<file path="src/rtl/core/fcbe_div_step.sv">
// fcbe_div_step: one restoring division step, one quotient bit
// no dependencies
`timescale 1ns / 1ps

module fcbe_div_step #(
    parameter int DW = 13
) (
    input  logic [DW-1:0] i_rem,
    input  logic [DW-1:0] i_div,
    input  logic          i_bit,
    output logic [DW-1:0] o_rem,
    output logic          o_qbit
);
    logic [DW:0] w_trial;

    assign w_trial = {i_rem, i_bit};
    assign o_qbit  = (w_trial >= {1'b0, i_div});
    assign o_rem   = o_qbit ? DW'(w_trial - {1'b0, i_div}) : DW'(w_trial);

endmodule

</file>
<file path="config.mk">
export PLATFORM = sky130hd
export DESIGN_NAME = fcbe_div_step
export DESIGN_NICKNAME = d
export VERILOG_FILES = /design/src/rtl/core/fcbe_div_step.sv
export SDC_FILE = /design/constraint.sdc
export NUM_CORES = 1
export LEC_CHECK = 0
export ABC_AREA = 1
export BUFFER_PORTS_ARGS = -buffer_cell sky130_fd_sc_hd__buf_4
export CAP_MARGIN = 10
export CORE_AREA = 2 2 49 51
export DETAILED_ROUTE_END_ITERATION = 12
export DIE_AREA = 0 0 51 53
export PLACE_DENSITY_LB_ADDON = 0.1
export SETUP_SLACK_MARGIN = 0.02
export SLEW_MARGIN = 10
export SYNTH_ARGS = -nofsm -noshare
export SYNTH_HDL_FRONTEND = slang
export SYNTH_SLANG_ARGS = --single-unit
</file>
<file path="constraint.sdc">
create_clock -name vclk -period 2.65
set_clock_uncertainty 0.1 [all_clocks]
set_input_delay 0.1325 -clock vclk [all_inputs]
set_output_delay 0.1325 -clock vclk [all_outputs]
set_load 0.05 [all_outputs]
</file>
### Word level (Yosys, flattened, before mapping)

Cells that the tools add are included.

* output and inout bits: 14
* bits of input ports: 27
* flip-flop bits (word level): 0

* order comparisons: 1
* $add $sub $neg: 1
* multiplexer cells: 1

Operator list (count)
* $ge A14 B13 Y1: 1
* $mux W13: 1
* $sub A13 B13 Y13: 1

### Logic depth before layout (Yosys ltp)

* word-level depth: 2
* mapped depth: 13
* depth with buffers taken out: 12

### Least setup slack after synthesis

Ideal clock, no wire load.

* kind: input port to output port
* start point: input port i_bit
* end point: output port o_rem[4]
* buffers on the path: 1
* slack: 0.511 ns
* cell stages on the path: 12
* arrival: 1.907 ns
* cells stage by stage: inv_1 ha_1 inv_1 fa_1 nand2_1 nand2_1 nand3_1 nand2_2 nand2_4 nand3_4 buf_12 o21ai_2

* word-level cells in the longest chain between the ends: 2
* elaborated cells between the ends (all ways): 3

RTL lines
* from (decl): line 10 `input logic i_bit,`
* $ge A14 B13 Y1: line 17 `assign o_qbit = (w_trial >= {1'b0, i_div});`
* named net o_qbit: line 12 `output logic o_qbit`
* $mux W13: line 18 `assign o_rem = o_qbit ? DW'(w_trial - {1'b0, i_div}) : DW'(w_trial);`
* to (decl): line 11 `output logic [DW-1:0] o_rem,`

The timed path passes the listed nets, and every way through them passes these cells.

### Final worst setup path

* start point: input port i_bit
* end point: output port o_rem[7]

* word-level cells in the longest chain between the ends: 2
* elaborated cells between the ends (all ways): 3

RTL lines (line)
* $sub A13 B13 Y13 / $ge A14 B13 Y1 (equally long branches): 18, 17
* $mux W13 (*): 18

Mark *: on every way between the ends. The rest lies on a longest branch, timed or not.

==> results by group <==
Worst setup path
  • Critical path data required time: 2.42 ns
  • WS Path Type: primary input to output port
  • CP delay by family, top: simple AND/OR/NAND/NOR gates
  • Critical path arrival: 2.14 ns
  • Crit path capture type: output port
  • Crit path from: i_bit
  • Critical-path cell list: buf_4, inv_1, ha_1, inv_1, fa_1, nand2_1, nand2_1, nand3_1, nand2_2, nand2_4, nand3_4, nand2_1, o21ai_2, buf_4
  • CP startpoint kind: primary input
  • Crit Path Max Fanout: 22
  • Worst path most repeated cell: nand2_1
  • Critical path buffers and inverters: 4
  • Slowest Stage Delay on Critical Path: 0.44 ns
  • CP max stage cell: fa_1

Pwr
  • Max VDD drop: 0.0002062 V
  • Cell Pwr Density: 328.5 nW/um^2
  • Pleak: 0.9728 nW

Drt
  • Antenna Nets Post-Route: 0
  • Vias/cell: 4.690
  • Starting DRT DRC Count: 13
  • Wire per inst: 9.512 um
  • Aggregate routed wire length: 2.673 mm
  • Via count: 1318
  • Drt drc: 0
  • TritonRoute pass-1 iters: 4

Global routing
  • Pin count of the biggest net entering global routing: 23
  • Global-route wire length before repair: 4.616 mm
  • Number of global-route vias before repair: 1166
  • Total gr overflow: 0
  • GRT Overall Usage: 21.58%
  • Initial antenna violation count: 0

Finish
  • FF+latch count: 0
  • N_diodes: 0
  • Non-Filler Instances: 281
  • Layout cells sized above 1: 31.62%
  • Layout Nets: 296
  • Core Util, Final: 70.41%
  • Register area: 0 sq um
  • Clock Buffer Count: 0
  • P&R area growth vs syn: 25.03%

Placed design
  • GP Congestion: 0.9007
  • Port bufs: 41
  • Placed cells: 281
  • HPWL after DPL: 2.390 mm

Yosys
  • Syn nets: 256
  • Post-synth top area share: 21.10%
  • Proportion of synthesized chip area in sequential cells: 0%
  • Cell variety after synth: 22
  • Synth Cell Area: 1210 sq um
  • Ys Warns: 0
  • Leading area contributor after synthesis: nand2_1
  • Top cells by area, synth: nand2_1, inv_1, ha_1, nand2_2, nand3_1
  • Syn avg cell area: 5.627 sq um
  • Synthesized instance count: 215

Min path
  • Hold crit path type: primary input to output port
  • Min-delay src: i_rem[2]

Flow run
  • Max cap viols: 0

STA
  • Max-slew violation count: 0
  • Worst-margin pin slew: 0.3781 ns
  • Setup-failing EPs final: 0
  • Min Tclk post-route: 2.377 ns
  • Fin Setup TNS: 0 ns
  • Final hold viol count: 0
  • Final period utilization: 89.70%
  • Worst slew margin: 74.79%
  • FMAX: 420.7 MHz
  • RSZ-0062 raised after global routing: no

Clocking
  • Post-CTS Setup Inserts: 0
  • Hold_buf cts: 0
  • Post_cts resized: 0

Die
  • Core area: 2148 sq um
  • FP Rows: 17
  • Die H: 53 um
  • Die X-Extent: 51 um
  • Die area: 2703 sq um
  • Initial core utilization: 56.32%
  • IO Pins: 41

Run status
  • Status: completed
[cells in the mapped netlist, types with 5 or more instances]
library cell / number
nand4_1: 10
ha_1: 13
nand3_1: 14
inv_1: 51
nand2_2: 12
xor2_1: 5
inv_2: 5
o21ai_2: 8
nand2_1: 68
nor2_1: 7
[layout make-up]
cell class / instances / area (sq um)
inverters: 56 / 210.2
well taps: 28 / 35.03
repair buffers: 41 / 307.8
fillers: 210 / 635.6
multi-input cells: 156 / 959.7
[final timing paths]
kind / endpoint / slack (ns) / cells after the start
setup / recovery: o_rem[7] / 0.27 / 14
hold / removal: o_rem[3] / 0.56 / 4
[power by group]
group,total [mW],internal (mW),switching (mW)
clock network,0,0,0
registers,0,0,0
logic,0.497,0.171,0.326
[metrics by stage]
stage               power (mW)  worst slack [ns]  hold WS [ns]  cell area (sq um)
floorplan               0.3802            0.5106        0.3878               1210
global placement        0.4965            0.3238        0.5654               1513
detailed placement      0.4992            0.2683        0.5686               1513
CTS                     0.5007            0.2657        0.5679               1513
global route            0.5441           0.08024        0.5831               1513
finish                  0.4969            0.2729        0.5641               1513
[routing by layer]
layer	global-route usage (%)	vias to the layer above	wire, um
met2	41.56	31	1333
met5	0	-	0
li1	-	737	-
met1	27.49	548	1175
met3	1.130	2	156
met4	0.9009	0	7
[layout by cell type (no fill, tap or decap), drive strengths merged]
master,n
o21ai,8
xor2,5
nand3,19
a21oi,5
buf,41
inv,56
nor2,13
nand4,11
ha,13
fa,1
nand2,81
[cell families after synthesis]
group | after synthesis | synth area share [%]
AOI/OAI and AO/OA | 13 | 8.791
xor gates and xnor gates | 5 | 3.619
adders and majority gates | 14 | 15.10
buffers and inverters | 59 | 20.68
and+or+nand+nor | 124 | 51.81
(Power assumes the default switching activity.)
