[src/rtl/core/fcbe_place.sv]
// fcbe_place: three-stage corner placement and frame clamp for one axis
// no dependencies
`timescale 1ns / 1ps

module fcbe_place #(
    parameter int COORD_BITS = 12
) (
    input  logic                        i_clk,
    input  logic [2:0]                  i_adv,
    input  logic [COORD_BITS:0]         i_c,
    input  logic [COORD_BITS+3:0]       i_n,
    input  logic signed [COORD_BITS+5:0] i_s,
    input  logic [COORD_BITS:0]         i_dim,
    output logic signed [COORD_BITS+5:0] o_pos
);
    localparam int POS_W = COORD_BITS + 6;
    localparam int NW_W  = COORD_BITS + 4;

    logic        [NW_W-1:0]  w_half;
    logic signed [POS_W-1:0] w_dim;
    logic signed [POS_W-1:0] r_la;
    logic signed [POS_W-1:0] r_ra;
    logic signed [POS_W-1:0] r_lb;
    logic signed [POS_W-1:0] r_rb;
    logic signed [POS_W-1:0] r_lc;

    assign w_half = i_n >> 1;
    assign w_dim  = $signed(POS_W'(i_dim));

    // centered corners plus shift
    always_ff @(posedge i_clk) begin
        if (i_adv[0]) begin
            r_la <= $signed(POS_W'(i_c)) - $signed(POS_W'(w_half)) + i_s;
            r_ra <= $signed(POS_W'(i_c)) + $signed(POS_W'(w_half)) + i_s;
        end
    end

    // push in at the low edge
    always_ff @(posedge i_clk) begin
        if (i_adv[1]) begin
            if (r_la < 0) begin
                r_lb <= '0;
                r_rb <= r_ra - r_la;
            end else begin
                r_lb <= r_la;
                r_rb <= r_ra;
            end
        end
    end

    // then at the high edge
    always_ff @(posedge i_clk) begin
        if (i_adv[2]) begin
            if (r_rb >= w_dim) begin
                r_lc <= r_lb - (r_rb - w_dim + POS_W'(1));
            end else begin
                r_lc <= r_lb;
            end
        end
    end

    assign o_pos = r_lc;

endmodule

[config.mk]
export PLATFORM = sky130hd
export DESIGN_NAME = fcbe_place
export DESIGN_NICKNAME = d
export VERILOG_FILES = /design/src/rtl/core/fcbe_place.sv
export SDC_FILE = /design/constraint.sdc
export NUM_CORES = 1
export LEC_CHECK = 0
export BUFFER_PORTS_ARGS = -buffer_cell sky130_fd_sc_hd__buf_2
export CAP_MARGIN = 20
export CORE_ASPECT_RATIO = 0.6
export CORE_MARGIN = 4
export CORE_UTILIZATION = 56
export DETAILED_ROUTE_END_ITERATION = 7
export PLACE_DENSITY = 0.76
export SLEW_MARGIN = 25
export SYNTH_ARGS = -nofsm -noshare
export SYNTH_HDL_FRONTEND = slang
export SYNTH_SLANG_ARGS = --single-unit
[constraint.sdc]
create_clock -name i_clk -period 5 [get_ports i_clk]
set_clock_uncertainty 0.1 [all_clocks]
set_input_delay 1 -clock i_clk [delete_from_list [all_inputs] [get_ports i_clk]]
set_output_delay 1 -clock i_clk [all_outputs]
set_load 0.01 [all_outputs]
# After elaboration in Yosys (flattened, before gate mapping)
# Cells that the tools add are included.
# word_totals
input_bits,64
register_bits,90
output_inout_bits,18
wordCells,17
# classes
magnitude_cmp,2
add_sub_neg,8
n_mux,2
# op_table
op,n
2-to-1 mux 18 bit,2
subtractor 18 bit,2
adder 16 x 18 -> 18 bit,1
adder 17 x 18 -> 18 bit,1
adder 18 x 2 -> 18 bit (second input constant),1
>= comparator 18 x 14 -> 1 bit,1
less-than comparator 18 x 1 -> 1 bit (second input constant),1
subtractor 18 x 14 -> 18 bit,1
adder 13 x 15 -> 16 bit,1
subtractor 13 x 15 -> 16 bit,1

# Longest topological paths before layout
# depth
word_depth,4
ltp_mapped,19
depth_no_buf,18

# Least setup slack after synthesis
# Ideal clock, no wire load.
# synth_timing
kind,input to register
start,input i_n[2]
end,register r_la[15] (data pin)
setup_ps,274
n_path_buf,0
path_stages,16
required_time_ps,4626
slack_ps,643
arrival_ps,3984
cell_sequence,inv_1 ha_1 nor2b_1 o21a_1 o21ai_0 a21oi_4 a21oi_2 mux2i_1 o2111ai_1 ha_1 and2_1 a221o_1 o21ai_1 a21oi_1 mux2i_1 o221ai_1
# synth_via
elab_chain_cells,2
# synth_rtl
element,line,rtl
from (decl),11,"input logic [COORD_BITS+3:0] i_n,"
subtractor 13 x 15 -> 16 bit,33,r_la <= $signed(POS_W'(i_c)) - $signed(POS_W'(w_half)) + i_s;
adder 16 x 18 -> 18 bit,33,
to (signal assigned),33,
to (decl),21,logic signed [POS_W-1:0] r_la;
# No other way between the ends.
# A chain may end at the register's enable or synchronous reset.

# Worst setup path in the final report
# layout_timing
start,input i_c[0]
end,register r_la[16] (data pin)
# layout_via
elab_chain_cells,2
# layout_rtl
element,line,rtl
from (decl),10,"input logic [COORD_BITS:0] i_c,"
subtractor 13 x 15 -> 16 bit,33,
adder 16 x 18 -> 18 bit,33,
# No other way between the ends.

==> results.cfg <==
[run_status]
outcome = finished, final reports clean

[final_layout]
drive_above_1_share_pct = 12.9
final_common_cell = inv_1
seqCellArea_sq_um = 2700
final.fill_count = 1226
layout_common_cells = 117 x inv_1, 110 x ha_1, 90 x edfxtp_1
fin_util_pct = 64.5
fin_area_sq_um = 9500
area_growth_pct = 11.1
multiInputGateArea_sq_um = 5310
num_antenna_cells = 0
fin_cells = 1198
final_nets = 1188

[clock_tree]
clock_sinks = 90
htree_levels = 3
cts_tree = yes
clk_latency_ns = 0.34
clkTransAtPathRegs_ns = 0.07
ctsHoldBuffers = 0
post_cts_buffers = 0
ctsResizeCount = 0
clock_tree.buffer_depth = 2
cts_root_buf = clkbuf_16
cts_made_buffers = 9

[yosys]
synth_cells = 914
yosysSeqAreaShare_pct = 31.6
syn_area_per_cell_sq_um = 9.35
syn-num-nets = 1107
synth_warnings = 0
ys_ff_latch = 90
synth_edf_count = 90
synth_flop_cell = edfxtp_1
synth-async-reset-ratio_pct = 0
synth_area_sq_um = 8550
ys_types = 80

[grt]
overflow = 0
grt_pass1_wl_mm = 31.8
grt_pass1_vias = 6766
grt_usage_pct = 21.8
grt_max_degree = 38
grt_antenna_before_repair = 0

[worst_hold_path]
hold_class = flip-flop to flip-flop

[setup_path]
end_kind = flip-flop
crit_path_start_kind = input port
cp.required_ns = 5.00
arrival_ns = 4.58
worstSetupPathType = input port to flip-flop
cp_max_fo = 7

[sta]
worst_pin_slew_ns = 0.828
setup_ws_ns = 0.424
fin_crit_ns = 4.58
drv_slew = 0
fin_crit_sh_pct = 91.5
rsz0062_at_grt = no
holdWs_ns = 0.467
slew_headroom_pct = 44.8
hold_viol = 0
tns_ns = 0
setup_viol = 0
clock.fmax_mhz = 219

[route]
drtIter0Drc = 534
routedWlPerCell_microns = 15.5
totalWireLength_mm = 18.6
ant_nets = 0
drc = 0
via_per_inst = 5.72
via_count = 6854
first_pass_iters = 5

[floorplan]
rows = 34
die_w_microns = 167
dieArea_sq_um = 17400
die_y_microns = 104
core_sq_um = 14700
initial_utilization_pct = 58.1
io_pins = 82

[place]
gp_congestion = 0.898
dp_worst_setup_slack_ns = 0.107
numPortBuffers = 80
place_hpwl_mm = 14.9
place_area_sq_um = 9150
placedCellCount = 1182

[pwr]
p_total_mw = 4.86
p_leak_nw = 4.29
peakVddDrop_mv = 0.233
p_per_area_nw_per_um2 = 511

[flow_run]
cap_viol_max_count = 0
area by class of cell:
type | count | share of cell area (%)
clock buffers | 10 | 2.41
clock inverters | 6 | 1.21
inverters | 117 | 4.63
multi-input cells | 690 | 55.9
flip-flops and latches | 90 | 28.5
well taps | 198 | 2.61
repair buffers | 87 | 4.77
registers in the layout, indices dropped and copies added, names as in the netlist:
name	flops
r_ra	18
o_pos	18
r_la	18
r_rb	18
r_lb	18
worst max-delay path: stages:
cell and delay (ns):
buf_2 0.09, inv_1 0.04, ha_1 0.22, fa_1 0.42, nor2b_1 0.13, o21ai_0 0.11, a21oi_1 0.24, o31a_1 0.21
o21a_1 0.13, nor2_1 0.05, xnor2_1 0.13, ha_1 0.37, and2_1 0.19, and3_1 0.20, a21oi_1 0.24, nand2_1 0.16
o221ai_1 0.38, o21ai_1 0.14, xnor2_1 0.14
cells by family (layout without fill, tap and decap cells):
logic type | count (synthesis) | after routing | synth area share (%)
multiplexers | 11 | 11 | 1.38
other | 1 | 1 | 0.0439
AND/OR/NAND/NOR | 218 | 218 | 12.3
XOR/XNOR | 72 | 72 | 7.38
adder cells (fa/ha/maj) | 129 | 129 | 20.6
flip-flops | 90 | 90 | 31.6
AO/OA/AOI/OAI | 259 | 259 | 20.5
buffers and inverters | 134 | 220 | 6.27
report_power, final:
| part | switching, mW | internal, mW |
|---|---|---|
| Combinational | 1.58 | 1.21 |
| Clock | 0.292 | 0.490 |
| Sequential | 0.100 | 1.18 |
metal layers:
layer  vias to the layer above  wire (microns)  track usage [%]
li1                       3437               -                -
met1                      3193            9280             32.6
met2                       212            8010             33.4
met3                        12            1180             3.92
met4                         0             112             4.46
met5                         -               0                0
Yosys cell counts, drive strengths merged (7+ instances only):
cell	number	area [sq um]
a211oi	15	118
a21o	27	203
a21oi	70	373
a31oi	8	56.3
and3	7	46.3
clkbuf	10	48.8
edfxtp	90	2700
fa	19	380
ha	110	1380
inv	117	439
nand2	47	179
nand2b	12	75.1
nand3	12	60.1
nor2	81	304
nor2b	11	68.8
nor3	17	85.1
o211ai	7	52.6
o21a	17	128
o21ai	58	290
o31ai	10	80.1
xnor2	50	438
xor2	22	193
worst paths after layout:
kind / from / to / slack, ns / cells past startpoint
worst max-delay path: i_c[0] / r_la[16]$_DFFE_PP_ / 0.42 / 19
worst max register to register: r_lb[2]$_SDFFCE_PP0P_ / o_pos[14]$_DFFE_PP_ / 1.56 / 11
worst min register to register: r_lb[17]$_SDFFCE_PP0P_ / o_pos[17]$_DFFE_PP_ / 0.47 / 1
worst min-delay path: r_lb[17]$_SDFFCE_PP0P_ / o_pos[17]$_DFFE_PP_ / 0.47 / 1
No activity file was read; power rests on OpenSTA's default activity.
