===== src/rtl/core/fcbe_pkg.sv =====
// fcbe_pkg: shared constants and types of the face crop box expand/clamp block
// no dependencies
`timescale 1ns / 1ps

package fcbe_pkg;

    // integer bits of the unsigned scale format
    localparam int SCALE_INT_BITS = 4;

    // fixed result field widths
    localparam int OUT_POS_W  = 18;
    localparam int OUT_SIZE_W = 17;

    // configuration register map
    localparam int CFG_IDX_W = 3;
    localparam logic [CFG_IDX_W-1:0] REG_IMAGE_WIDTH  = 3'd0;
    localparam logic [CFG_IDX_W-1:0] REG_IMAGE_HEIGHT = 3'd1;
    localparam logic [CFG_IDX_W-1:0] REG_MODEL_SCALE  = 3'd2;
    localparam logic [CFG_IDX_W-1:0] REG_SHIFT_FRAC_X = 3'd3;
    localparam logic [CFG_IDX_W-1:0] REG_SHIFT_FRAC_Y = 3'd4;

    // register reset values
    localparam int RST_IMAGE_WIDTH  = 640;
    localparam int RST_IMAGE_HEIGHT = 480;
    localparam int RST_MODEL_SCALE  = 11059;

    // per-box status carried down the pipeline
    typedef struct packed {
        logic inval;
        logic sat_x;
        logic sat_y;
    } t_flags;

endpackage


===== src/rtl/core/fcbe_front.sv =====
// fcbe_front: box size, validity, center, shift products and divider setup
// depends on fcbe_pkg
`timescale 1ns / 1ps

module fcbe_front #(
    parameter int COORD_BITS = 12,
    parameter int FRAC_BITS  = 12
) (
    input  logic        [COORD_BITS-1:0]               i_left,
    input  logic        [COORD_BITS-1:0]               i_top,
    input  logic        [COORD_BITS-1:0]               i_right,
    input  logic        [COORD_BITS-1:0]               i_bottom,
    input  logic        [COORD_BITS:0]                 i_wm1,
    input  logic        [COORD_BITS:0]                 i_hm1,
    input  logic signed [FRAC_BITS:0]                  i_sfx,
    input  logic signed [FRAC_BITS:0]                  i_sfy,
    output logic        [COORD_BITS:0]                 o_bw,
    output logic        [COORD_BITS:0]                 o_bh,
    output logic        [COORD_BITS:0]                 o_cx,
    output logic        [COORD_BITS:0]                 o_cy,
    output logic signed [COORD_BITS+FRAC_BITS+2:0]     o_px,
    output logic signed [COORD_BITS+FRAC_BITS+2:0]     o_py,
    output logic        [COORD_BITS:0]                 o_rem_x,
    output logic        [COORD_BITS:0]                 o_rem_y,
    output fcbe_pkg::t_flags                           o_flags
);
    import fcbe_pkg::*;

    localparam int DW = COORD_BITS + 1;

    logic [DW-1:0] w_init_x;
    logic [DW-1:0] w_init_y;

    assign o_bw = DW'(i_right) - DW'(i_left) + DW'(1);
    assign o_bh = DW'(i_bottom) - DW'(i_top) + DW'(1);

    assign o_cx = (o_bw >> 1) + DW'(i_left);
    assign o_cy = (o_bh >> 1) + DW'(i_top);

    assign o_px = $signed({1'b0, o_bw}) * i_sfx;
    assign o_py = $signed({1'b0, o_bh}) * i_sfy;

    // leading dividend bits; quotient cannot fit the scale format if they reach the divisor
    assign w_init_x = i_wm1 >> SCALE_INT_BITS;
    assign w_init_y = i_hm1 >> SCALE_INT_BITS;
    assign o_rem_x  = w_init_x;
    assign o_rem_y  = w_init_y;

    assign o_flags.inval = (i_right < i_left) || (i_bottom < i_top);
    assign o_flags.sat_x = (w_init_x >= o_bw);
    assign o_flags.sat_y = (w_init_y >= o_bh);

endmodule


===== config.mk =====
export PLATFORM = sky130hd
export DESIGN_NAME = fcbe_front
export DESIGN_NICKNAME = d
export VERILOG_FILES = /design/src/rtl/core/fcbe_pkg.sv /design/src/rtl/core/fcbe_front.sv
export SDC_FILE = /design/constraint.sdc
export NUM_CORES = 1
export LEC_CHECK = 0
export BUFFER_PORTS_ARGS = -buffer_cell sky130_fd_sc_hd__buf_4
export CORE_AREA = 2 2 245 198
export DETAILED_ROUTE_END_ITERATION = 7
export DIE_AREA = 0 0 247 200
export GPL_TIMING_DRIVEN = 0
export PLACE_DENSITY_LB_ADDON = 0.08
export RECOVER_POWER = 100
export SLEW_MARGIN = 40
export SYNTH_ARGS = -nofsm -noshare
export SYNTH_HDL_FRONTEND = slang
export SYNTH_SLANG_ARGS = --single-unit

===== constraint.sdc =====
create_clock -name vclk -period 20.9
set_clock_uncertainty 0.15 [all_clocks]
set_input_delay 2.09 -clock vclk [all_inputs]
set_output_delay 2.09 -clock vclk [all_outputs]
set_load 0.01 [all_outputs]

== After elaboration in Yosys (flattened, before gate mapping) ==
Cells that the tools add are included.
Widths: inputs -> output; s select.

* Register bits after elaboration: 0
* Input port bits: 100
* Output and inout port bits: 135
* Word-level logic and storage cells: 13

* Add/sub/neg operators: 6
* Multiply operators: 2
* Magnitude comparators: 4
* Reductions and logical operators: 1

{| class="wikitable"
|+ Operator list
! operator !! count
|-
| $mul 14x13->27 || 2
|-
| $add 12x12->13 || 2
|-
| $add 13x1->13 const B || 2
|-
| $ge 9x13->1 || 2
|-
| $sub 12x12->13 || 2
|-
| $lt 12x12->1 || 2
|-
| $logic_or 1x1->1 || 1
|}

== Depth between registers and ports, before layout ==
Gate-level depths: netlist of run 1.

* Word-level depth: 3
* Gate-level depth with buffers: 31
* Depth with buffers taken out: 30

== Least setup slack after synthesis of run 1 ==
OpenSTA, ideal clock, no wires.

* Path kind: input to output
* From: input i_left[1]
* To: output o_px[20]
* Arrival: 9.311 ns
* Path slack: 9.349 ns
* Stages: 26
* Path buffers: 1
* Path through: inv_1 ha_1 inv_1 ha_1 fa_1 nor2b_1 o21ai_0 nand2_1 xnor2_1 clkbuf_1 nand2_1 fa_1 fa_1 inv_1 fa_1 fa_1 fa_1 fa_1 ha_1 a21oi_1 a21boi_0 or4_1 o21ai_2 o21ai_0 or4_1 nand3_1

* Word-level cells in the longest chain between the ends: 3

{| class="wikitable"
|+ Ends and longest elaborated chain
! item !! RTL line !! source
|-
| from (decl) || fcbe_front.sv:9 || <nowiki>input logic [COORD_BITS-1:0] i_left,</nowiki>
|-
| $sub 12x12->13 || fcbe_front.sv:34 || <nowiki>assign o_bw = DW'(i_right) - DW'(i_left) + DW'(1);</nowiki>
|-
| $add 13x1->13 || fcbe_front.sv:34 ||
|-
| net o_bw[5] || fcbe_front.sv:17 || <nowiki>output logic [COORD_BITS:0] o_bw,</nowiki>
|-
| $mul 14x13->27 || fcbe_front.sv:40 || <nowiki>assign o_px = $signed({1'b0, o_bw}) * i_sfx;</nowiki>
|-
| to (decl) || fcbe_front.sv:21 || <nowiki>output logic signed [COORD_BITS+FRAC_BITS+2:0] o_px,</nowiki>
|}

The timed path passes the listed nets, and every way through them passes these cells.

== Worst setup path in the final report of run 1 ==
* From: input i_left[1]
* To: output o_px[20]

* Word-level cells in the longest chain between the ends: 3

{| class="wikitable"
|+ Ends and longest elaborated chain
! item !! RTL line
|-
| $sub 12x12->13 || fcbe_front.sv:34
|-
| $add 13x1->13 || fcbe_front.sv:34
|-
| $mul 14x13->27 || fcbe_front.sv:40
|}

No other way between the ends.

==> results.md, run 1 <==
* Site Rows at 71
* Critical Path Sink: o_px[20]
* First-pass GRT wire length at 71,800 um
* Post-CTS resize count at 0
* Seq. cell area at 0 um2
* Max Slew Vio Count at 0
* Io pins at 235
* Initial Utilization at 31.8%
* Final nets at 2,600
* Chip width at 247 um
* Worst setup path start: i_left[1]
* Mapped Cells at 1,730
* Crit-path max FO at 11
* DRC violation count after routing at 0
* Fill count at 4,992
* Hold Buf Count CTS at 0
* Vias at 12,300
* Die height at 200 um
* Kind of critical path: in2out
* Fraction of post-synthesis cell area in the top cell type by area at 34.4%
* CP max stage cell: clkbuf_1
* Ys Warns at 0
* Final core occ at 36.1%
* Final hold violation count at 0
* Worst min-delay path class: in2out
* Post-Route WL at 45,600 um
* Die area at 49,400 um2
* Worst setup EP type: output port
* Seq cells at 0
* IO Port Bufs at 219
* Per-cell routed wire length at 17.7 um
* Layout cells sized above 1 at 7.11%
* Synthesized area at 14,900 um2
* Outcome: finished clean
* Largest net degree at the start of global routing at 13
* CP dominant cell by count: fa_1
* Post-CTS Setup Bufs at 0
* Period utilization at 66.8%
* GRT Total Usage at 18.8%
* Syn_area_per_cell at 8.61 um2
* Synth unique cells at 59
* Drt pass-1 iters at 5
* Slew @ Worst Pin at 1.26 ns
* Initial antenna violation count at 3
* Antenna-violating nets left at 0
* Largest stage delay, worst path at 0.73 ns
* Data arrival, critical path at 11.73 ns
* Post-DP HPWL at 40,100 um
* GP Congestion at 0.847
* Vias/cell at 4.76
* Top cells by area, synth: fa_1 34%, ha_1 24%, inv_1 8.2%, and2_1 7.0%, nand2_1 4.4%
* CLK BUF at 0
* Area Overhead vs Synth at 13.4%
* Crit path launch type: input port
* # Max-Cap Violations at 0
* Maximum clock rate at 0.0716 GHz
* Vias in the first global route at 12,800
* Initial drt markers at 590
* GRT overflow at 0
* Slew headroom at 15.6%
* Synth area leader: fa_1
* Sequential share of the synthesized area at 0%
* Setup TNS at 0 ns
* Worst Path Required at 18.66 ns
* Core Region at 46,800 um2
* Min Tclk post-route at 13.97 ns
* RSZ-0062 raised after global routing: no
* Final setup viols at 0
[metrics by stage]
stage	worst slack [ns]	hold WS, ns	std cells	cell area, um2
final	6.93	4.34	2577	16900
after global routing	6.42	4.35	2576	16900
after floorplan	9.35	4.12	1737	14900
after CTS	7.54	4.31	2576	17300
after detailed placement	7.57	4.31	2576	17300
after global placement	7.60	4.30	2576	17300
[critical path, delay by kind of cell]
kind | cells | cell delay (ns)
compound gates | 6 | 1.94
xor+xnor | 1 | 0.52
fa+ha+maj | 10 | 4.45
buf+inv | 6 | 1.33
simple gates | 6 | 1.40
[worst min path at each step]
stage                         from         end  cells past startpoint
after global placement    i_wm1[4]  o_rem_x[0]                      3
after global routing      i_hm1[9]  o_rem_y[5]                      3
final                     i_wm1[4]  o_rem_x[0]                      3
after floorplan           i_wm1[4]  o_rem_x[0]                      1
after detailed placement  i_wm1[4]  o_rem_x[0]                      3
after CTS                 i_wm1[4]  o_rem_x[0]                      3
[synthesized netlist by cell type, types with 14 or more instances]
master and number:
inv_1 324, ha_1 286, fa_1 256, nand2_1 176, and2_1 166, nor2_1 75, a21oi_1 58, xnor2_1 53
clkbuf_1 48, a21o_1 31, buf_4 26, xor2_1 26, o21ai_0 23, o21a_1 16, nor2b_1 15, nor3_1 14
[placed cells by master (no fill, tap or decap), types with 3 or more instances in the layout]
cell type / count
o21ai_0: 24
o211ai_1: 13
a211oi_1: 5
nor2_1: 75
nand4_1: 5
inv_1: 324
nand2b_1: 13
conb_1: 8
nand3_1: 10
a21o_1: 31
a211o_1: 5
o31a_1: 3
nor2b_1: 15
buf_4: 133
clkbuf_1: 161
or2_2: 3
ha_1: 286
xor2_1: 26
o21a_1: 16
nand2_1: 176
fa_1: 256
o41ai_1: 3
and3_1: 5
nor4_1: 4
and2_0: 6
xnor2_1: 54
o21bai_1: 7
and2_1: 160
or4_1: 3
a21oi_1: 58
or3_1: 6
a2111oi_0: 3
a31oi_1: 11
o2111ai_1: 3
nor3_1: 14
o31ai_1: 4
[final cells by class]
cell class / instances / area (um2) / share of cell area, %
multi-input combinational: 1333 / 13300 / 78.5
antenna: 1 / 2.50 / 0.0148
timing repair buffer: 219 / 1220 / 7.24
inverter: 326 / 1220 / 7.24
buffer: 78 / 400 / 2.37
tap: 620 / 776 / 4.59
[cell families (layout without fill, tap and decap cells)]
kind of cell / after synthesis / after routing / synth area share [%]
xor gates and xnor gates: 80 / 80 / 4.83
buffers and inverters: 404 / 623 / 10.9
adders and majority gates: 542 / 542 / 58.4
other: 1 / 9 / 0.0252
AOI/OAI and AO/OA: 200 / 200 / 8.92
muxes: 1 / 1 / 0.0672
and+or+nand+nor: 502 / 502 / 16.8
[per-layer routing]
layer	track usage, %	part of all wire (%)
met5	0	0.083
met4	1.83	1.1
met3	2.95	6.2
met2	28.0	41
met1	29.2	52
==> inputs of run 2 (changes only) <==
==> constraint.sdc (replaced) <==
create_clock -name vclk -period 12.47
set_clock_uncertainty 0.15 [all_clocks]
set_input_delay 1.247 -clock vclk [all_inputs]
set_output_delay 1.247 -clock vclk [all_outputs]
set_load 0.01 [all_outputs]
==> results.md, run 2 (synthesized netlist as in run 1, its figures left out) <==
* Vias/cell at 4.77 (was 4.76)
* Layout cells sized above 1 at 7.21% (was 7.11%)
* Initial drt markers at 576 (was 590)
* Crit-path max FO at 11 (unchanged)
* Period utilization at 94.9%
* Final setup viols at 0 (unchanged)
* CP dominant cell by count: fa_1 (unchanged)
* Chip width at 247 um (unchanged)
* Met3 WL at 2800 um (was 2840 um)
* IO Port Bufs at 219 (unchanged)
* Slew headroom at 15.3% (was 15.6%)
* # Max-Cap Violations at 0 (unchanged)
* Worst setup EP type: output port (unchanged)
* Slew @ Worst Pin at 1.26 ns (about the same)
* Final core occ at 36.1% (about the same)
* # diodes at 0 (was 1)
* Hold Buf Count CTS at 0 (unchanged)
* Hold Crit Depth at 3 (unchanged)
* Final nets at 2,600 (unchanged)
* Maximum clock rate at 0.0845 GHz
* Hold endpoint: o_rem_x[0] (unchanged)
* Area Overhead vs Synth at 13.5% (was 13.4%)
* Max Slew Vio Count at 0 (unchanged)
* Die area at 49,400 um2 (unchanged)
* CP max stage cell: clkbuf_1 (unchanged)
* Post-CTS Setup Bufs at 0 (unchanged)
* CLK BUF at 0 (unchanged)
* Min Tclk post-route at 11.84 ns
* GP Congestion at 0.847 (unchanged)
* Vias at 12,300 (about the same)
* Hold wc startpoint: i_wm1[4] (unchanged)
* Largest stage delay, worst path at 0.74 ns (was 0.73 ns)
* DRT met1 WL at 23,600 um (was 23,700 um)
* Site Rows at 71 (unchanged)
* DRC violation count after routing at 0 (unchanged)
* Seq. cell area at 0 um2 (unchanged)
* Crit path launch type: input port (unchanged)
* Post-CTS resize count at 0 (unchanged)
* Worst path bufs/invs at 6 (unchanged)
* Setup TNS at 0 ns (unchanged)
* Met2 WL at 18,600 um (about the same)
* Per-cell routed wire length at 17.7 um (about the same)
* Min setup slack post-route at 0.635 ns (was 6.93 ns)
* RSZ-0062 raised after global routing: no (unchanged)
* Final hold violation count at 0 (unchanged)
* GRT Total Usage at 18.8% (unchanged)
* GRT overflow at 0 (unchanged)
* Place WS at 0.828 ns (was 7.57 ns)
* Antenna-violating nets left at 0 (unchanged)
* Top Metal Used: met5 (unchanged)
* Fill count at 4,990 (was 4,992)
* Crit path max-delay family: adder cells (unchanged)
* Worst Path Required at 11.07 ns (was 18.66 ns)
* Core Region at 46,800 um2 (unchanged)
* Most frequent cells in the layout: 324 x inv_1, 286 x ha_1, 256 x fa_1 (unchanged)
* Post-DP HPWL at 40,100 um (unchanged)
* Initial antenna violation count at 3 (unchanged)
* Seq cells at 0 (unchanged)
* Io pins at 235 (unchanged)
* Die height at 200 um (unchanged)
* Most common library cell in the layout ignoring fill and taps: inv_1 (unchanged)
* Data arrival, critical path at 10.44 ns (was 11.73 ns)
* Vias in the first global route at 12,800 (unchanged)
* Largest net degree at the start of global routing at 13 (unchanged)
* Worst min-delay path class: in2out (unchanged)
* Kind of critical path: in2out (unchanged)
* Drt pass-1 iters at 5 (unchanged)
* Post-Route WL at 45,600 um (about the same)
* Outcome: finished clean (unchanged)
* Initial Utilization at 31.8% (unchanged)
* First-pass GRT wire length at 71,800 um (unchanged)
-- run 2: cell types whose count changed in the layout (fill, tap and decap cells not counted), sizes merged --
cell | previous run | this run
buf | 136 | 137
clkbuf | 161 | 160
diode | 1 | 0
-- run 2: tightest hold or removal path, cell delays in order --
cell and delay, ns:
buf_4 0.08, buf_4 0.09, clkbuf_1 0.14
-- run 2: metal layers --
layer | vias to the layer above | GRT usage [%]
li1 | 5880 | -
met1 | 6084 | 29.2
met2 | 284 | 28.0
met3 | 33 | 2.95
met4 | 6 | 1.83
met5 | - | 0
-- run 2: final cells by class --
class              count  area [um2]  area share, %
multi-input cells   1333       13300           78.5
plain buffers         78         400           2.37
repair buffers       219        1230           7.27
well taps            620         776           4.59
inverters            326        1220           7.24
-- run 2: through the flow --
stage	cell area, um2	instances	hold WS, ns
2_1_floorplan	14900	1737	2.44
3_3_place_gp	17300	2576	2.62
3_5_place_dp	17300	2576	2.62
4_1_cts	17300	2576	2.62
5_1_grt	16900	2576	2.67
6_report	16900	2576	2.65
-- run 2: worst max-delay path by stage --
stage                         start  endpoint  slack [ns]  cells after the start
after floorplan           i_left[1]  o_px[20]        2.61                     26
after global placement    i_left[1]  o_px[25]        0.86                     29
after detailed placement  i_left[1]  o_px[25]        0.83                     29
after CTS                 i_left[1]  o_px[25]        0.79                     29
after global routing      i_left[1]  o_px[25]        0.16                     29
final                     i_left[1]  o_px[25]        0.63                     29
Power of run 2 is not shown: default switching activity piles up to over one toggle a cycle in this logic, so the estimate is an artifact.
