===== src/rtl/core/fcbe_pkg.sv =====
// fcbe_pkg: shared constants and types of the face crop box expand/clamp block
// no dependencies
`timescale 1ns / 1ps

package fcbe_pkg;

    // integer bits of the unsigned scale format
    localparam int SCALE_INT_BITS = 4;

    // fixed result field widths
    localparam int OUT_POS_W  = 18;
    localparam int OUT_SIZE_W = 17;

    // configuration register map
    localparam int CFG_IDX_W = 3;
    localparam logic [CFG_IDX_W-1:0] REG_IMAGE_WIDTH  = 3'd0;
    localparam logic [CFG_IDX_W-1:0] REG_IMAGE_HEIGHT = 3'd1;
    localparam logic [CFG_IDX_W-1:0] REG_MODEL_SCALE  = 3'd2;
    localparam logic [CFG_IDX_W-1:0] REG_SHIFT_FRAC_X = 3'd3;
    localparam logic [CFG_IDX_W-1:0] REG_SHIFT_FRAC_Y = 3'd4;

    // register reset values
    localparam int RST_IMAGE_WIDTH  = 640;
    localparam int RST_IMAGE_HEIGHT = 480;
    localparam int RST_MODEL_SCALE  = 11059;

    // per-box status carried down the pipeline
    typedef struct packed {
        logic inval;
        logic sat_x;
        logic sat_y;
    } t_flags;

endpackage


===== src/rtl/core/fcbe_scale.sv =====
// fcbe_scale: effective scale selection and truncated shift offsets
// depends on fcbe_pkg
`timescale 1ns / 1ps

module fcbe_scale #(
    parameter int COORD_BITS = 12,
    parameter int FRAC_BITS  = 12
) (
    input  logic        [FRAC_BITS+fcbe_pkg::SCALE_INT_BITS-1:0] i_qx,
    input  logic        [FRAC_BITS+fcbe_pkg::SCALE_INT_BITS-1:0] i_qy,
    input  logic        [FRAC_BITS+fcbe_pkg::SCALE_INT_BITS-1:0] i_model_scale,
    input  logic        [FRAC_BITS+fcbe_pkg::SCALE_INT_BITS-1:0] i_min_scale,
    input  fcbe_pkg::t_flags                                     i_flags,
    input  logic signed [COORD_BITS+FRAC_BITS+2:0]               i_px,
    input  logic signed [COORD_BITS+FRAC_BITS+2:0]               i_py,
    output logic        [FRAC_BITS+fcbe_pkg::SCALE_INT_BITS-1:0] o_eff,
    output logic signed [COORD_BITS+5:0]                         o_sx,
    output logic signed [COORD_BITS+5:0]                         o_sy
);
    import fcbe_pkg::*;

    localparam int QW     = FRAC_BITS + SCALE_INT_BITS;
    localparam int PROD_W = COORD_BITS + FRAC_BITS + 3;
    localparam int POS_W  = COORD_BITS + 6;

    logic        [QW-1:0]     w_fit;
    logic signed [PROD_W-1:0] w_bias_x;
    logic signed [PROD_W-1:0] w_bias_y;
    logic signed [PROD_W-1:0] w_sum_x;
    logic signed [PROD_W-1:0] w_sum_y;

    always_comb begin
        w_fit = i_model_scale;
        if (!i_flags.sat_x && (i_qx < w_fit)) begin
            w_fit = i_qx;
        end
        if (!i_flags.sat_y && (i_qy < w_fit)) begin
            w_fit = i_qy;
        end
        o_eff = (i_min_scale > w_fit) ? i_min_scale : w_fit;
    end

    // round toward zero: bias negative products before the arithmetic shift
    assign w_bias_x = i_px[PROD_W-1] ? $signed({{(PROD_W-FRAC_BITS){1'b0}}, {FRAC_BITS{1'b1}}})
                                     : '0;
    assign w_bias_y = i_py[PROD_W-1] ? $signed({{(PROD_W-FRAC_BITS){1'b0}}, {FRAC_BITS{1'b1}}})
                                     : '0;
    assign w_sum_x  = i_px + w_bias_x;
    assign w_sum_y  = i_py + w_bias_y;
    assign o_sx     = POS_W'(w_sum_x >>> FRAC_BITS);
    assign o_sy     = POS_W'(w_sum_y >>> FRAC_BITS);

endmodule


===== config.mk =====
export PLATFORM = sky130hd
export DESIGN_NAME = fcbe_scale
export DESIGN_NICKNAME = d
export VERILOG_FILES = /design/src/rtl/core/fcbe_pkg.sv /design/src/rtl/core/fcbe_scale.sv
export SDC_FILE = /design/constraint.sdc
export NUM_CORES = 1
export LEC_CHECK = 0
export ABC_AREA = 0
export BUFFER_PORTS_ARGS = -buffer_cell sky130_fd_sc_hd__buf_2
export CAP_MARGIN = 10
export CORE_MARGIN = 2
export CORE_UTILIZATION = 33
export DETAILED_ROUTE_END_ITERATION = 10
export PLACE_DENSITY_LB_ADDON = 0.25
export RECOVER_POWER = 50
export SLEW_MARGIN = 20
export SYNTH_ARGS = -nofsm -noshare
export SYNTH_HDL_FRONTEND = slang
export SYNTH_SLANG_ARGS = --single-unit

===== constraint.sdc =====
create_clock -name vclk -period 21.4
set_input_delay 4.28 -clock vclk [all_inputs]
set_output_delay 4.28 -clock vclk [all_outputs]
set_load 0.005 [all_outputs]

; After elaboration in Yosys (flattened, before gate mapping)
; Index checks and enable logic that the tools add are counted.
[classes]
add_sub_neg = 2
mul = 0
div_mod_pow = 0
magnitude_cmp = 3
eq_ne = 0
shift = 0
mux = 5
bitwise_logic = 0
n_reduce_logical = 4
[op_table]
columns = operator, count
row1 = $add 27x13->27, 2
row2 = $mux 16, 3
row3 = $lt 16x16->1, 2
row4 = $mux 12, 2
row5 = $gt 16x16->1, 1
row6 = $logic_and 1x1->1, 2
row7 = $logic_not 1->1, 2
[totals]
reg_bits = 0
latch_bits = 0
ram_bits = 0
rom_bits = 0
input_bits = 121
output_inout_bits = 52
word_cells = 14
mem_count = 0

; Logic depth before layout (Yosys ltp)
; Gate-level depths: netlist of the first run.
[depth]
depth_word = 8
ltp_mapped = 29
depth_no_buf = 25

; Least setup slack after synthesis of the first run
; No wires, ideal clock.
[synth_path]
path_kind = input to output
from = in i_model_scale[15] (netlist name)
to = out o_eff[3] (netlist name)
arrival_time_ns = 9.143
required_time_ns = 17.120
path_slack_ns = 7.977
cell_stages = 29
path_buffers = 4
cell_sequence = inv_1 > ha_1 > nand4_1 > nor4_1 > a31oi_1 > o211ai_1 > buf_4 > buf_2 > mux2i_1 > ha_1 > o21a_1 > o211ai_1 > a211o_1 > a21o_1 > o2111ai_1 > a41o_1 > buf_2 > o21ai_1 > o21ai_1 > ha_1 > nand4_1 > nor2_1 > nand2_1 > a211oi_1 > a21oi_1 > a21oi_1 > clkbuf_1 > a31oi_1 > a22o_1
[synth_between]
elab_chain_len = 8
[synth_lines]
columns = element, line_no
row1 = start: declaration, fcbe_scale.sv:11  ; input logic [FRAC_BITS+fcbe_pkg::SCALE_INT_BITS-1:0] i_model_scale,
row2 = $lt 16x16->1, fcbe_scale.sv:34  ; if (!i_flags.sat_x && (i_qx < w_fit)) begin
row3 = $logic_and 1x1->1, fcbe_scale.sv:34
row4 = $mux 16 *, fcbe_scale.sv:34
row5 = $lt 16x16->1, fcbe_scale.sv:37  ; if (!i_flags.sat_y && (i_qy < w_fit)) begin
row6 = $logic_and 1x1->1, fcbe_scale.sv:37
row7 = $mux 16 *, fcbe_scale.sv:37
row8 = $gt 16x16->1, fcbe_scale.sv:40  ; o_eff = (i_min_scale > w_fit) ? i_min_scale : w_fit;
row9 = $mux 16 *, fcbe_scale.sv:40
row10 = end: declaration, fcbe_scale.sv:16  ; output logic [FRAC_BITS+fcbe_pkg::SCALE_INT_BITS-1:0] o_eff,
; Every way passes the cells marked *; elsewhere a longest branch is shown, timed or not.

; Final worst setup path of the first run
[layout_path]
from = in i_model_scale[15] (netlist name)
to = out o_eff[7] (netlist name)
; Same word-level chain as after synthesis.

==> out/metrics.csv, run 1 <==
metric,value,unit
cp.required,17120,ps
start_util,34.0,%
avgRoutedWirePerCell,12.9,µm
layout-drive-gt1-share,28.8,%
maxCapViolations,0,
crit_path_frequent_cell,ha_1,
place_congestion,0.805,
fp.dieW,96.0,µm
n_sequential_cell,0,
grt_max_degree,33,
rows,33,
n_antenna_cell,0,
cts_resized,0,
final_common_cell,buf_2,
vdd_ir_drop_max,0.0111,mV
path_max_fanout,32,
routed_wl,8280,µm
p_leak,1.98,nW
synth_nets,569,
drc,0,
layout.nets,729,
post-cts-setup-buffers,0,
post-route-period-util,67.8,%
yosysWarnings,0,
ant_nets,0,
crit_arrival,10220,ps
fmax,68.9,MHz
rsz0062_at_grt,false,
crit_start,i_model_scale[15],
startpoint_type,input port,
nFillCells,878,
slew_headroom,61.6,%
regArea,0,µm²
outcome,finished clean,
layout_common_cells,"buf_2 (146), ha_1 (67), inv_1 (36)",
grt_overflow,0,
finalNonFillerCells,644,
dp_hpwl,7490,µm
seq_area_frac_synth,0,%
switching_share,52.3,%
track_usage,16.4,%
port_buffers,172,
synthCells,381,
p_int,0.0000515,W
p_comb_share,100.0,%
hold_class,in -> out,
cts_hold_buf,0,
timing.setup.tns,0,ps
slowest_stage,a41oi_4,
antenna_found_initial,1,
power_density,29.4,nW/µm²
via_count,3328,
final_core_utilization,44.7,%
endpoint_kind,output pin,
area_delta_synth_final,31.7,%
maxSlewViolCount,0,
post_drt_via_cell_ratio,5.17,
postSynthAreaPerCell,7.32,µm²
hold_start,i_px[16],
p_clk_share,0,%
synth_area,2790,µm²
layout_min_cycle_time,14500,ps
grt_pass1_vias,3024,
hold_violations,0,
io_pins,173,
worstMarginPinSlew,562,ps
nClkBuffers,0,
critical_path.max_stage_delay,560,ps
drtPass1Iterations,4,
power.share.sequential,0,%
die_area,9210,µm²
p_switching,0.0000565,W
place_inst,644,
die_h,96.0,µm
drtIter0Drc,63,
hold_depth,3,
grt_pass1_wl,12700,µm
path_class,in -> out,
setup_viol,0,
synth_cell_type_count,46,
core_area,8220,µm²
-- metrics by stage --
stage,instance area [µm²],setup slack [ps],hold WS [ps],total power (W)
floorplan,2790,7980,8620,0.0000666
global placement,3710,6910,8820,0.000107
detailed placement,3710,6940,8830,0.000109
CTS,3710,6900,8830,0.000109
global route,3670,6190,8840,0.000123
finish,3670,6900,8810,0.000108
-- area by class of cell --
type	count	area [µm²]	area share, %
Tap cell	105	131	3.58
Timing Repair Buffer	175	851	23.2
Multi-Input combinational cell	328	2560	69.6
Inverter	36	135	3.68
-- cells in the mapped netlist, types with 2 or more instances --
master	count	area (µm²)
nor4_1	2	12.5
buf_4	7	52.6
a2111oi_0	3	26.3
o21ai_0	22	110
a22o_1	15	131
a211oi_1	3	22.5
nand3_1	9	45.0
nor3_1	2	10.0
a31oi_1	16	100
clkbuf_1	5	18.8
buf_2	4	20.0
mux2i_1	16	160
o211ai_1	5	37.5
xnor2_1	19	166
o21a_1	8	60.1
nand2b_1	4	25.0
a31o_2	2	17.5
o21ai_1	19	95.1
nor2_1	22	82.6
nand4_1	10	62.6
xor2_1	11	96.3
nand2_1	22	82.6
ha_1	67	838
a21oi_1	17	85.1
a21o_1	6	45.0
a2111o_1	2	22.5
and3_1	6	37.5
inv_1	36	135
nor2b_1	4	25.0
-- final timing paths --
check       end  slack, ps
max    o_eff[7]       6900
min     o_sx[4]       8810
-- worst max-delay path: cells and delay by family --
family | cells | cell delay (ps)
compound gates | 16 | 3270
buf+inv | 5 | 790
simple gates | 4 | 730
fa+ha+maj | 3 | 850
mux | 1 | 300
-- power by group through the flow --
stage	clock network (W)	registers (W)	logic [W]
2_1_floorplan	0	0	0.0000666
3_3_place_gp	0	0	0.000107
3_5_place_dp	0	0	0.000109
4_1_cts	0	0	0.000109
5_1_grt	0	0	0.000123
6_report	0	0	0.000108
-- cells by family after synthesis --
kind of cell / after synthesis / share of synthesized area (%)
simple gates: 85 / 15.0
fa+ha+maj: 67 / 30.0
mux: 16 / 5.74
buf+inv: 53 / 8.52
xor+xnor: 30 / 9.42
compound gates: 130 / 31.3
-- routing by layer --
layer	wire length, µm	GRT usage, %	vias up
li1	-	-	1741
met1	3510	19.0	1430
met2	3880	31.9	139
met3	735	2.58	16
met4	142	2.74	2
met5	17	0	-
(Power assumes the default switching activity.)
==> run 2, diff against run 1 <==
==> constraint.sdc (replaced) <==
create_clock -name vclk -period 15.23
set_input_delay 3.046 -clock vclk [all_inputs]
set_output_delay 3.046 -clock vclk [all_outputs]
set_load 0.005 [all_outputs]
==> out/metrics.csv, run 2 (same netlist as run 1, synthesis figures left out) <==
metric,value,unit
port_buffers,172,
post_drt_via_cell_ratio,5.07,
routed_wl,8150,µm
path_class,in -> out,
crit_arrival,8950,ps
cts_hold_buf,0,
avgRoutedWirePerCell,12.6,µm
dp_hpwl,7360,µm
hold_start,i_px[23],
antenna_found_initial,1,
critical_path.max_stage_delay,560,ps
worstMarginPinSlew,595,ps
fin_area,3680,µm²
final_common_cell,buf_2,
ant_nets,0,
fmax,83.4,MHz
layout_common_cells,"buf_2 (146), ha_1 (67), inv_1 (36)",
grt_pass1_wl,12500,µm
layout.nets,729,
hold_class,in -> out,
place_inst,644,
n_sequential_cell,0,
post-route-period-util,78.8,%
vdd_ir_drop_max,0.0144,mV
regArea,0,µm²
area_delta_synth_final,31.7,%
cts_resized,0,
rows,33,
io_pins,173,
drtIter0Drc,45,
start_util,34.0,%
maxSlewViolCount,0,
maxCapViolations,0,
grt_overflow,0,
place_area,3710,µm²
drtPass1Iterations,4,
die_h,96.0,µm
power_density,41.1,nW/µm²
fp.dieW,96.0,µm
drc,0,
core_area,8220,µm²
finalNonFillerCells,645,
hold_violations,0,
cp.required,12180,ps
via_count,3269,
grt_max_degree,33,
post-cts-setup-buffers,0,
startpoint_type,input port,
place_congestion,0.810,
endpoint_kind,output pin,
timing.setup.tns,0,ps
nClkBuffers,0,
grt_pass1_vias,2938,
path_max_fanout,32,
layout-drive-gt1-share,28.8,%
rsz0062_at_grt,false,
outcome,finished clean,
crit_path_frequent_cell,ha_1,
die_area,9210,µm²
layout_min_cycle_time,11990,ps
p_leak,1.98,nW
slew_headroom,60.4,%
slowest_stage,a41oi_4,
setup_viol,0,
hold_depth,3,
track_usage,16.1,%
whs_endpoint,o_sx[11],
## run 2: layout make-up
type / count / area, µm²
timing repair buffer: 175 / 851
fill: 888 / 4540
antenna: 1 / 2.50
inverter: 36 / 135
tap: 105 / 131
multi-input combinational: 328 / 2560
## run 2: per-stage QoR
stage / hold WS [ps] / setup WS (ps) / utilization, % / total power, W
6_report: 6340 / 3240 / 44.7 / 0.000151
5_1_grt: 6360 / 2530 / 44.7 / 0.000172
4_1_cts: 6360 / 3180 / 45.1 / 0.000153
3_5_place_dp: 6360 / 3200 / 45.1 / 0.000152
3_3_place_gp: 6350 / 3230 / 45.1 / 0.000150
2_1_floorplan: 6150 / 4270 / - / 0.0000936
## run 2: how the worst max path moves through the flow
stage | start | end
2_1_floorplan | i_model_scale[15] | o_eff[3]
3_3_place_gp | i_model_scale[15] | o_eff[7]
3_5_place_dp | i_model_scale[15] | o_eff[7]
4_1_cts | i_model_scale[15] | o_eff[7]
5_1_grt | i_model_scale[15] | o_eff[14]
6_report | i_model_scale[15] | o_eff[7]
## run 2: layer usage
| metal | vias up | wire (µm) | global-route usage, % |
|---|---|---|---|
| met5 | - | 19 | 0 |
| met4 | 2 | 78 | 2.14 |
| met3 | 8 | 662 | 2.51 |
| met2 | 122 | 3800 | 30.0 |
| met1 | 1386 | 3590 | 19.9 |
| li1 | 1751 | - | - |
## run 2: worst max-delay path, delay by kind of cell
family	cells	cell delay [ps]
simple gates	4	740
fa+ha+maj	3	860
mux	1	340
buf+inv	5	800
compound gates	16	3150
## run 2: power breakdown
group | switching (W) | internal (W)
clock network | 0 | 0.00000000000878
logic | 0.0000787 | 0.0000722
registers | 0 | 0
==> run 3, diff against run 2 <==
==> constraint.sdc (replaced) <==
create_clock -name vclk -period 12
set_input_delay 2.4 -clock vclk [all_inputs]
set_output_delay 2.4 -clock vclk [all_outputs]
set_load 0.005 [all_outputs]
==> out/metrics.csv, run 3 (same netlist as run 1, synthesis figures left out) <==
metric,value,unit
outcome,finished clean,
path_max_fanout,17,
cts_resized,0,
grt_pass1_wl,12800,µm
regArea,0,µm²
n_antenna_cell,0,
grt_pass1_vias,3016,
multi_input_area,2560,µm²
rows,33,
timing.setup.tns,0,ps
start_util,34.0,%
drc,0,
setup_viol,0,
hold_violations,0,
drtPass1Iterations,4,
fmax,89.8,MHz
layout_min_cycle_time,11140,ps
layout_setup_ws,865,ps
antenna_found_initial,0,
place_ws,821,ps
cp.buffers_inverters,5,
vdd_ir_drop_max,0.0226,mV
post-cts-setup-buffers,0,
hold_class,in -> out,
cp.required,9600,ps
maxCapViolations,0,
power_density,52.3,nW/µm²
layout-drive-gt1-share,29.4,%
area_delta_synth_final,32.3,%
n_sequential_cell,0,
rsz0062_at_grt,false,
startpoint_type,input port,
final_common_cell,buf_2,
grt_max_degree,18,
p_leak,1.99,nW
slew_headroom,42.2,%
place_congestion,0.816,
critical_path.max_stage_delay,700,ps
hold_start,i_px[23],
path_class,in -> out,
track_usage,16.5,%
crit_arrival,8740,ps
dp_hpwl,7600,µm
routed_wl,8340,µm
post_drt_via_cell_ratio,5.14,
cp_top_family,compound AO/OA/AOI/OAI gates,
endpoint_kind,output pin,
p_total,0.000193,W
layout.nets,731,
die_area,9210,µm²
die_h,96.0,µm
crit_start,i_model_scale[7],
drtIter0Drc,37,
ant_nets,0,
port_buffers,172,
grt_overflow,0,
nClkBuffers,0,
slowest_stage,o211ai_1,
maxSlewViolCount,0,
cts_hold_buf,0,
io_pins,173,
fp.dieW,96.0,µm
via_count,3320,
avgRoutedWirePerCell,12.9,µm
layout_common_cells,"buf_2 (146), ha_1 (67), inv_1 (36)",
nFillCells,891,
post-route-period-util,92.8,%
core_area,8220,µm²
worstMarginPinSlew,863,ps
## run 3: path summary, 6_finish.rpt
path	to	depth (start not counted)
worst max-delay path	o_eff[14]	28
worst min-delay path	o_sx[11]	3
## run 3: worst min-delay path: stages
cell	delay [ps]
buf_2	100
xor2_1	60
clkbuf_1	100
## run 3: metrics by stage
stage                     utilization [%]  cells  area, µm²  hold WS (ps)
after CTS                            45.3    646       3720          5070
after floorplan                         -    381       2790          4860
after global placement               45.3    646       3720          5060
final                                44.9    646       3690          5050
after detailed placement             45.3    646       3720          5070
after global routing                 44.9    646       3690          5070
## run 3: layout make-up
type | instances | area share (%)
multi-input combinational | 328 | 69.3
timing repair buffer | 177 | 23.5
inverter | 36 | 3.66
tap | 105 | 3.56
## run 3: report_power, final
group          switching (W)  internal, W
combinational       0.000100    0.0000930
clock                      0            0
sequential                 0            0
total               0.000100    0.0000930
## run 3: routing by layer
metal	global-route usage, %	vias up	wire [µm]
li1	-	1745	-
met4	2.50	0	126
met3	1.80	10	729
met2	32.5	129	3990
met5	0	-	0
met1	19.3	1436	3490
